[src/sv/mdio_management_frame_master_top_assert.svh]
// Assertion macros used by the management master frame engine
`ifndef MDIO_MANAGEMENT_FRAME_MASTER_TOP_ASSERT_SVH
`define MDIO_MANAGEMENT_FRAME_MASTER_TOP_ASSERT_SVH

// same-cycle implication
`define MDMF_ASSERT_NOW(lbl, ante, cons, msg) \
	lbl: assert property (@(posedge clk) disable iff (!arst_n) (ante) |-> (cons)) \
		else $error(msg);

// next-cycle implication
`define MDMF_ASSERT_NEXT(lbl, ante, cons, msg) \
	lbl: assert property (@(posedge clk) disable iff (!arst_n) (ante) |=> (cons)) \
		else $error(msg);

`endif

[src/sv/mdmf_pkg.sv]
// Package: shared constants and types of the management frame master
package mdmf_pkg;

	localparam int PREAMBLE_BITS_DEF = 32;
	localparam int ADDR_W            = 5;
	localparam int DATA_W            = 16;
	localparam int CMD_W             = 2;
	localparam int STATUS_W          = 2;
	localparam int HDR_W             = 2 * ADDR_W;
	localparam int APB_ADDR_W        = 3;
	localparam int APB_DATA_W        = 32;

	localparam logic [ADDR_W-1:0] READ_LIMIT_RST = 5'd8;

	localparam logic [CMD_W-1:0] CMD_TICK  = 2'd0;
	localparam logic [CMD_W-1:0] CMD_READ  = 2'd1;
	localparam logic [CMD_W-1:0] CMD_WRITE = 2'd2;

	localparam logic [STATUS_W-1:0] ST_OK     = 2'd0;
	localparam logic [STATUS_W-1:0] ST_REJECT = 2'd1;
	localparam logic [STATUS_W-1:0] ST_BUSY   = 2'd2;
	localparam logic [STATUS_W-1:0] ST_IDLE   = 2'd3;

	localparam logic REG_READ_LIMIT = 1'b0;

	typedef struct packed {
		logic [CMD_W-1:0]  cmd;
		logic [ADDR_W-1:0] phy_addr;
		logic [ADDR_W-1:0] reg_addr;
		logic [DATA_W-1:0] write_data;
		logic              mdio_in;
	} item_t;

	typedef struct packed {
		logic                mdio_out;
		logic                mdio_drive;
		logic                mdc_pulse;
		logic                busy_res;
		logic                done_res;
		logic [DATA_W-1:0]   read_data;
		logic [STATUS_W-1:0] status;
	} result_t;

endpackage

[src/sv/mdmf_cfg.sv]
// APB register block holding the read PHY address limit
module mdmf_cfg import mdmf_pkg::*; (
	input  logic                  clk,
	input  logic                  arst_n,
	input  logic                  psel,
	input  logic                  penable,
	input  logic                  pwrite,
	input  logic [APB_ADDR_W-1:0] paddr,
	input  logic [APB_DATA_W-1:0] pwdata,
	output logic [APB_DATA_W-1:0] prdata,
	output logic                  pready,
	output logic [ADDR_W-1:0]     read_limit
);

	logic [ADDR_W-1:0] limit_q;
	logic              wr_en;

	assign pready = 1'b1;
	assign wr_en  = psel && penable && pwrite && (paddr[2] == REG_READ_LIMIT);

	always_ff @(posedge clk or negedge arst_n) begin
		if (!arst_n) begin
			limit_q <= READ_LIMIT_RST;
		end else if (wr_en) begin
			limit_q <= pwdata[ADDR_W-1:0];
		end
	end

	always_comb begin
		prdata = '0;
		if (paddr[2] == REG_READ_LIMIT) begin
			prdata = {{(APB_DATA_W-ADDR_W){1'b0}}, limit_q};
		end
	end

	assign read_limit = limit_q;

endmodule

[src/sv/mdmf_engine.sv]
// Frame engine: input stage, frame state and slot decode, result register
module mdmf_engine import mdmf_pkg::*; #(
	parameter int PREAMBLE_BITS = PREAMBLE_BITS_DEF
) (
	input  logic              clk,
	input  logic              arst_n,
	input  logic [ADDR_W-1:0] read_limit,
	input  logic              in_valid,
	output logic              in_ready,
	input  item_t             in_item,
	output logic              out_valid,
	input  logic              out_ready,
	output result_t           out_res
);

	localparam int SLOT_W = $clog2(PREAMBLE_BITS + 34);
	localparam logic [SLOT_W-1:0] S_PRE   = SLOT_W'(PREAMBLE_BITS);
	localparam logic [SLOT_W-1:0] S_ST1   = SLOT_W'(PREAMBLE_BITS + 1);
	localparam logic [SLOT_W-1:0] S_OP0   = SLOT_W'(PREAMBLE_BITS + 2);
	localparam logic [SLOT_W-1:0] S_OP1   = SLOT_W'(PREAMBLE_BITS + 3);
	localparam logic [SLOT_W-1:0] S_HDR   = SLOT_W'(PREAMBLE_BITS + 4);
	localparam logic [SLOT_W-1:0] S_TA0   = SLOT_W'(PREAMBLE_BITS + 14);
	localparam logic [SLOT_W-1:0] S_TA1   = SLOT_W'(PREAMBLE_BITS + 15);
	localparam logic [SLOT_W-1:0] S_DAT   = SLOT_W'(PREAMBLE_BITS + 16);
	localparam logic [SLOT_W-1:0] S_END   = SLOT_W'(PREAMBLE_BITS + 32);
	localparam logic [SLOT_W-1:0] S_LASTR = SLOT_W'(PREAMBLE_BITS + 33);

	item_t             item_s1;
	logic              valid_s1;
	logic              advance;

	logic              active_q;
	logic              is_read_q;
	logic [SLOT_W-1:0] slot_q;
	logic [HDR_W-1:0]  hdr_q;
	logic [DATA_W-1:0] data_q;

	result_t           res_q;
	logic              out_valid_q;

	result_t           res_c;
	logic              start_ok;
	logic              tick_act;
	logic              last;
	logic              shift_en;
	logic              is_start;
	logic [SLOT_W-1:0] hdr_off;
	logic [SLOT_W-1:0] dat_off;
	logic [3:0]        hdr_idx;
	logic [3:0]        dat_idx;

	assign advance  = valid_s1 && (!out_valid_q || out_ready);
	assign in_ready = !valid_s1 || advance;

	always_ff @(posedge clk or negedge arst_n) begin
		if (!arst_n) begin
			valid_s1 <= 1'b0;
		end else if (in_valid && in_ready) begin
			valid_s1 <= 1'b1;
		end else if (advance) begin
			valid_s1 <= 1'b0;
		end
	end

	always_ff @(posedge clk) begin
		if (in_valid && in_ready) begin
			item_s1 <= in_item;
		end
	end

	assign is_start = (item_s1.cmd == CMD_READ) || (item_s1.cmd == CMD_WRITE);
	assign hdr_off  = slot_q - S_HDR;
	assign dat_off  = slot_q - S_DAT;
	assign hdr_idx  = 4'(HDR_W - 1) - hdr_off[3:0];
	assign dat_idx  = ~dat_off[3:0];

	always_comb begin
		res_c    = '0;
		start_ok = 1'b0;
		tick_act = 1'b0;
		last     = 1'b0;
		shift_en = 1'b0;
		if (is_start) begin
			if (active_q) begin
				res_c.status = ST_BUSY;
			end else if (item_s1.cmd == CMD_READ && item_s1.phy_addr > read_limit) begin
				res_c.status = ST_REJECT;
			end else begin
				start_ok = 1'b1;
			end
		end else if (!active_q) begin
			res_c.status = ST_IDLE;
		end else begin
			tick_act         = 1'b1;
			res_c.mdio_drive = 1'b1;
			res_c.mdc_pulse  = 1'b1;
			if (slot_q < S_PRE) begin
				res_c.mdio_out = 1'b1;
			end else if (slot_q == S_PRE) begin
				res_c.mdio_out = 1'b0;
			end else if (slot_q == S_ST1) begin
				res_c.mdio_out = 1'b1;
			end else if (slot_q == S_OP0) begin
				res_c.mdio_out = is_read_q;
			end else if (slot_q == S_OP1) begin
				res_c.mdio_out = !is_read_q;
			end else if (slot_q < S_TA0) begin
				res_c.mdio_out = hdr_q[hdr_idx];
			end else if (is_read_q) begin
				if (slot_q == S_TA0) begin
					res_c.mdio_drive = 1'b0;
					res_c.mdc_pulse  = 1'b0;
				end else if (slot_q == S_TA1) begin
					res_c.mdio_drive = 1'b0;
				end else if (slot_q < S_END) begin
					res_c.mdio_drive = 1'b0;
					shift_en         = 1'b1;
				end else if (slot_q == S_END) begin
					res_c.mdio_out = 1'b1;
				end else begin
					res_c.mdio_drive = 1'b0;
					res_c.mdc_pulse  = 1'b0;
					last             = 1'b1;
				end
			end else begin
				if (slot_q == S_TA0) begin
					res_c.mdio_out = 1'b1;
				end else if (slot_q == S_TA1) begin
					res_c.mdio_out = 1'b0;
				end else if (slot_q < S_END) begin
					res_c.mdio_out = data_q[dat_idx];
				end else begin
					res_c.mdio_drive = 1'b0;
					res_c.mdc_pulse  = 1'b0;
					last             = 1'b1;
				end
			end
			if (last) begin
				res_c.done_res = 1'b1;
				if (is_read_q) begin
					res_c.read_data = data_q;
				end
			end
		end
		res_c.busy_res = start_ok || (tick_act ? !last : active_q);
	end

	always_ff @(posedge clk or negedge arst_n) begin
		if (!arst_n) begin
			active_q  <= 1'b0;
			is_read_q <= 1'b0;
			slot_q    <= '0;
		end else if (advance) begin
			if (start_ok) begin
				active_q  <= 1'b1;
				is_read_q <= (item_s1.cmd == CMD_READ);
				slot_q    <= '0;
			end else if (tick_act) begin
				if (last) begin
					active_q <= 1'b0;
					slot_q   <= '0;
				end else begin
					slot_q <= slot_q + 1'b1;
				end
			end
		end
	end

	always_ff @(posedge clk) begin
		if (advance) begin
			if (start_ok) begin
				hdr_q  <= {item_s1.phy_addr, item_s1.reg_addr};
				data_q <= (item_s1.cmd == CMD_READ) ? '0 : item_s1.write_data;
			end else if (shift_en) begin
				data_q <= {data_q[DATA_W-2:0], item_s1.mdio_in};
			end
		end
	end

	always_ff @(posedge clk or negedge arst_n) begin
		if (!arst_n) begin
			out_valid_q <= 1'b0;
		end else if (advance) begin
			out_valid_q <= 1'b1;
		end else if (out_ready) begin
			out_valid_q <= 1'b0;
		end
	end

	always_ff @(posedge clk) begin
		if (advance) begin
			res_q <= res_c;
		end
	end

	assign out_valid = out_valid_q;
	assign out_res   = res_q;

	`include "mdio_management_frame_master_top_assert.svh"

	`MDMF_ASSERT_NOW(a_idle_slot_zero, !active_q, slot_q == '0, "slot index not cleared while idle")
	`MDMF_ASSERT_NOW(a_slot_range, active_q, slot_q <= S_LASTR, "slot index past end of frame")
	`MDMF_ASSERT_NEXT(a_done_ends_frame, advance && res_c.done_res, !active_q, "frame still active after done")
	`MDMF_ASSERT_NOW(a_start_needs_idle, advance && start_ok, !active_q, "frame armed while busy")

endmodule

[src/sv/mdio_management_frame_master_top.sv]
// An accepted beat passes the input stage and then the result register; m_axis_tready low holds its result beat.
// Throughput: one beat per cycle while m_axis_tready is high; each tick beat is one management bit slot.
// A frame takes one start beat plus PREAMBLE_BITS+34 (read) or PREAMBLE_BITS+33 (write) tick beats.
// The input stage and the result register let a new beat enter while a result waits.
// arst_n clears frame state and both stages at once; read_phy_limit resets to 8.
module mdio_management_frame_master_top import mdmf_pkg::*; #(
	parameter int PREAMBLE_BITS = PREAMBLE_BITS_DEF
) (
	input  logic                  clk,
	input  logic                  arst_n,
	input  logic                  s_axis_tvalid,
	output logic                  s_axis_tready,
	// [4:0] phy_addr, [9:5] reg_addr, [25:10] write_data, [26] mdio_in
	input  logic [31:0]           s_axis_tdata,
	// [1:0] cmd
	input  logic [CMD_W-1:0]      s_axis_tuser,
	output logic                  m_axis_tvalid,
	input  logic                  m_axis_tready,
	// [0] mdio_out, [1] mdio_drive, [2] mdc_pulse, [3] busy_res, [19:4] read_data
	output logic [23:0]           m_axis_tdata,
	// done_res
	output logic                  m_axis_tlast,
	// [1:0] status
	output logic [STATUS_W-1:0]   m_axis_tuser,
	input  logic                  psel,
	input  logic                  penable,
	input  logic                  pwrite,
	input  logic [APB_ADDR_W-1:0] paddr,
	input  logic [APB_DATA_W-1:0] pwdata,
	output logic [APB_DATA_W-1:0] prdata,
	output logic                  pready
);

	logic [ADDR_W-1:0] read_limit;
	item_t             in_item;
	result_t           out_res;

	assign in_item.cmd        = s_axis_tuser;
	assign in_item.phy_addr   = s_axis_tdata[4:0];
	assign in_item.reg_addr   = s_axis_tdata[9:5];
	assign in_item.write_data = s_axis_tdata[25:10];
	assign in_item.mdio_in    = s_axis_tdata[26];

	mdmf_cfg u_cfg (
		.clk        (clk),
		.arst_n     (arst_n),
		.psel       (psel),
		.penable    (penable),
		.pwrite     (pwrite),
		.paddr      (paddr),
		.pwdata     (pwdata),
		.prdata     (prdata),
		.pready     (pready),
		.read_limit (read_limit)
	);

	mdmf_engine #(
		.PREAMBLE_BITS (PREAMBLE_BITS)
	) u_engine (
		.clk        (clk),
		.arst_n     (arst_n),
		.read_limit (read_limit),
		.in_valid   (s_axis_tvalid),
		.in_ready   (s_axis_tready),
		.in_item    (in_item),
		.out_valid  (m_axis_tvalid),
		.out_ready  (m_axis_tready),
		.out_res    (out_res)
	);

	assign m_axis_tdata = {4'b0000, out_res.read_data, out_res.busy_res,
		out_res.mdc_pulse, out_res.mdio_drive, out_res.mdio_out};
	assign m_axis_tlast = out_res.done_res;
	assign m_axis_tuser = out_res.status;

endmodule

[config.mk]
export PLATFORM = sky130hd
export DESIGN_NAME = mdio_management_frame_master_top
export DESIGN_NICKNAME = d
export VERILOG_FILES = /design/src/sv/mdmf_pkg.sv /design/src/sv/mdmf_cfg.sv /design/src/sv/mdmf_engine.sv /design/src/sv/mdio_management_frame_master_top.sv
export VERILOG_INCLUDE_DIRS = /design/src /design/src/sv
export SDC_FILE = /design/constraint.sdc
export NUM_CORES = 1
export LEC_CHECK = 0
export BUFFER_PORTS_ARGS = -buffer_cell sky130_fd_sc_hd__buf_2
export CORE_ASPECT_RATIO = 1.1
export CORE_MARGIN = 4
export CORE_UTILIZATION = 41
export DETAILED_ROUTE_END_ITERATION = 10
export GPL_ROUTABILITY_DRIVEN = 0
export GPL_TIMING_DRIVEN = 1
export PLACE_DENSITY = 0.66
export SYNTH_ARGS = -nofsm -noshare
export SYNTH_HDL_FRONTEND = slang
export SYNTH_SLANG_ARGS = --single-unit
[constraint.sdc]
create_clock -name clk -period 4.7 [get_ports clk]
set_input_delay 0.94 -clock clk [delete_from_list [all_inputs] [get_ports clk]]
set_output_delay 0.94 -clock clk [all_outputs]
set_load 0.01 [all_outputs]
==> qor.csv <==
stage,metric,value,unit
routing,Via density,4.98,
pwr,Int Pwr,0.00179,W
routing,first drt pass iteration count,4,
logic_synthesis,Synth Cell Area,0.00453,mm^2
logic_synthesis,synthesized netlist cell count,360,
logic_synthesis,largest family of logic cells by synthesized area,simple AND/OR/NAND/NOR gates,
pwr,Tot Pwr,0.00261,W
clocking,CTS tree,built,
logic_synthesis,Commonest cells post-synth,"edfxtp_1, buf_4, o21ai_0, nand2b_1, and2_1",
timing,final hold violation count,0,
critical_path,"Max FO, Critical Path",22,
logic_synthesis,register bit total from synthesis,94,
critical_path,Crit. End Element,flip-flop,
finish,antenna diode count,0,
logic_synthesis,most numerous cell in the Yosys netlist,edfxtp_1,
timing,f_max,0.338,GHz
global_routing,largest net degree at the start of global routing,30,
pwr,Max VDD drop,209,uV
timing,endpoints failing setup,0,
floorplanning,num ports,138,
logic_synthesis,syn avg cell area,12.6,um^2
place,Final HPWL DP,5.98,mm
global_routing,initial antenna violation count,0,
timing,max_slew headroom,38.1,%
global_routing,All-Layer GR Usage,13.5,%
logic_synthesis,"Seq/Total Area, Yosys",60.6,%
logic_synthesis,ys async rst share,17.0,%
critical_path,Critical Path RT,4.73,ns
timing,setup_tns,0,ns
timing,Final period util,62.9,%
hold_path,Hold Crit Class,reg2reg,
routing,routed vias,2858,
pwr,Clock power frac,28.3,%
clocking,clk buf depth,2,
global_routing,first-pass GRT wire length,13.8,mm
timing,clock skew,0.00520,ns
floorplanning,Placeable Area,0.0106,mm^2
logic_synthesis,Yosys top cell by area,edfxtp_1,
logic_synthesis,Synth Area in Compound Gates,10.2,%
pwr,Comb power frac,25.6,%
floorplanning,DIE AREA,0.0128,mm^2
routing,Routed Antenna Nets,0,
logic_synthesis,Synth top area share,51.7,%
routing,WL/cell,14.6,um
job,max-capacitance violation count,0,
pwr,Net Switching,0.000823,W
floorplanning,Row Count,39,
floorplanning,die height,118,um
global_routing,global route overflow,0,
floorplanning,DIE WIDTH,108,um
logic_synthesis,Simple-Gate Fraction of Synth Area,11.9,%
clocking,TritonCTS Buffers,9,
pwr,power density cells,503,mW/mm^2
pwr,Sw Share,31.5,%
logic_synthesis,Adder-Cell Fraction of Synth Area,3.59,%
logic_synthesis,multiplexer area fraction after synthesis,5.22,%
timing,worst-margin pin slew,0.916,ns
global_routing,vias in the first global route,2800,
logic_synthesis,ys flop type,edfxtp_1,
timing,post-layout min period,2.96,ns
outcome,status,"finished, final reports clean",
critical_path,Worst setup SP type,flip-flop,
logic_synthesis,count of cell types in the netlist,53,
critical_path,CP arrival,2.99,ns
logic_synthesis,Post-synth EDFFs,78,
floorplanning,Initial Util,42.8,%
finish,Area Growth Syn to Fin,14.8,%
timing,RSZ-0062 raised after global routing,no,
finish,final core occ,49.1,%
clocking,Post-CTS Hold Fix Bufs,0,
clocking,Clock Sinks,94,
logic_synthesis,synth top area cells,"edfxtp_1, dfrtp_1, buf_4",
finish,share of post-route cells with drive strength above 1,25.3,%
critical_path,Crit Path Class,reg2reg,
clocking,"Reg clk slew, reported paths",0.06,ns
clocking,Clock Latency Late Sink,0.34,ns
pwr,LEAKAGE,2.11,nW
routing,Total Wirelength,8.36,mm
pwr,share of power burned in registers,46.2,%
place,buffers added on ports,71,
routing,drt initial violations,242,
logic_synthesis,Synth Area in XOR/XNOR,0.193,%
finish,final net count,515,
logic_synthesis,Syn. warnings,0,
timing,max-slew violation count,0,
clocking,root buffer cell,clkbuf_16,
routing,DRC viols,0,
clocking,htree depth,3,
clocking,cts repair resizes,0,
clocking,"Setup Fix Bufs, Post-CTS",0,
[final cells by class]
| class | instances | area [um^2] |
|---|---|---|
| fill | 927 | 5390 |
| sequential | 94 | 2740 |
| multi-input combinational | 235 | 1540 |
| timing repair buffer | 75 | 385 |
| clock buffer | 11 | 253 |
| tap | 143 | 179 |
| clock inverter | 5 | 56.3 |
| inverter | 11 | 41.3 |
[metrics by stage]
step | cells | cell area (um^2) | worst slack [ns] | hold slack [ns]
after floorplan | 390 | 4640 | 1.42 | 0.400
after global placement | 558 | 4890 | 1.77 | 0.407
after detailed placement | 558 | 4890 | 1.74 | 0.407
after CTS | 574 | 5200 | 1.73 | 0.424
after global routing | 574 | 5200 | 1.56 | 0.435
final | 574 | 5200 | 1.74 | 0.427
[state kept, by name (all words and copies together) (netlist names)]
| signal | flops |
|---|---|
| u_engine.item_s1 | 29 |
| u_engine.out_res | 23 |
| u_engine.data_q | 16 |
| u_engine.hdr_q | 10 |
| u_engine.slot_q | 7 |
| u_cfg.read_limit | 5 |
| u_engine.active_q | 1 |
| u_engine.is_read_q | 1 |
| u_engine.out_valid | 1 |
| u_engine.valid_s1 | 1 |
[per-layer routing]
layer / vias up / part of all wire, % / GRT usage (%)
li1: 1383 / - / -
met1: 1368 / 44 / 18.4
met2: 101 / 48 / 21.2
met3: 6 / 7.1 / 2.84
met4: 0 / 1.4 / 5.21
met5: - / 0 / 0
[critical path, stage by stage, from the launching register on]
cell	delay [ns]
dfstp_2	0.53
inv_1	0.05
ha_1	0.30
a21o_1	0.16
a21oi_1	0.15
a21oi_1	0.09
buf_4	0.21
or2_1	0.53
a221oi_2	0.35
buf_4	0.27
[logic make-up after synthesis]
kind of cell               Yosys count
adders and majority gates           13
other                                2
DFF                                 94
buffers and inverters               61
AOI/OAI and AO/OA                   75
muxes                               19
and+or+nand+nor                     95
xor gates and xnor gates             1
[power by group through the flow]
stage | logic (W) | registers (W) | clock network [W]
floorplan | 0.000601 | 0.00113 | 0
global placement | 0.000651 | 0.00122 | 0
detailed placement | 0.000668 | 0.00122 | 0
CTS | 0.000672 | 0.00120 | 0.000760
global route | 0.000757 | 0.00123 | 0.000791
finish | 0.000669 | 0.00121 | 0.000739
[worst paths after layout]
kind	slack [ns]	startpoint	endpoint	cells past startpoint
setup / recovery	1.74	u_cfg.read_limit[3]	u_engine.data_q[12]	9
hold / removal	0.43	u_engine.item_s1[18]	u_engine.hdr_q[1]	0
setup reg to reg	1.74	u_cfg.read_limit[3]	u_engine.data_q[12]	9
hold reg to reg	0.43	u_engine.item_s1[18]	u_engine.hdr_q[1]	0
max in group asynchronous	3.86	arst_n	u_cfg.read_limit[3]	1
min in group asynchronous	0.52	arst_n	u_engine.slot_q[2]	1
[placed cells by master, fill, tap and decap left out, drive strengths merged, types with 2 or more instances in the layout]
cell type and n:
nor3 4, a31o 3, nor2b 3, a21oi 8, conb 32, and2 20
clkbuf 11, a211oi 2, nor4 4, a22o 2, nand3b 3, clkinv 2
mux4 3, ha 13, mux2i 9, a31oi 2, or2 3, o21ai 41
nor2 10, a211o 2, o221ai 2, buf 75, nand3 7, dfrtp 15
edfxtp 78, inv 12, nand2 14, o211ai 3, and3 2, nand2b 21
mux2 7
No activity file was read; power rests on OpenSTA's default activity.
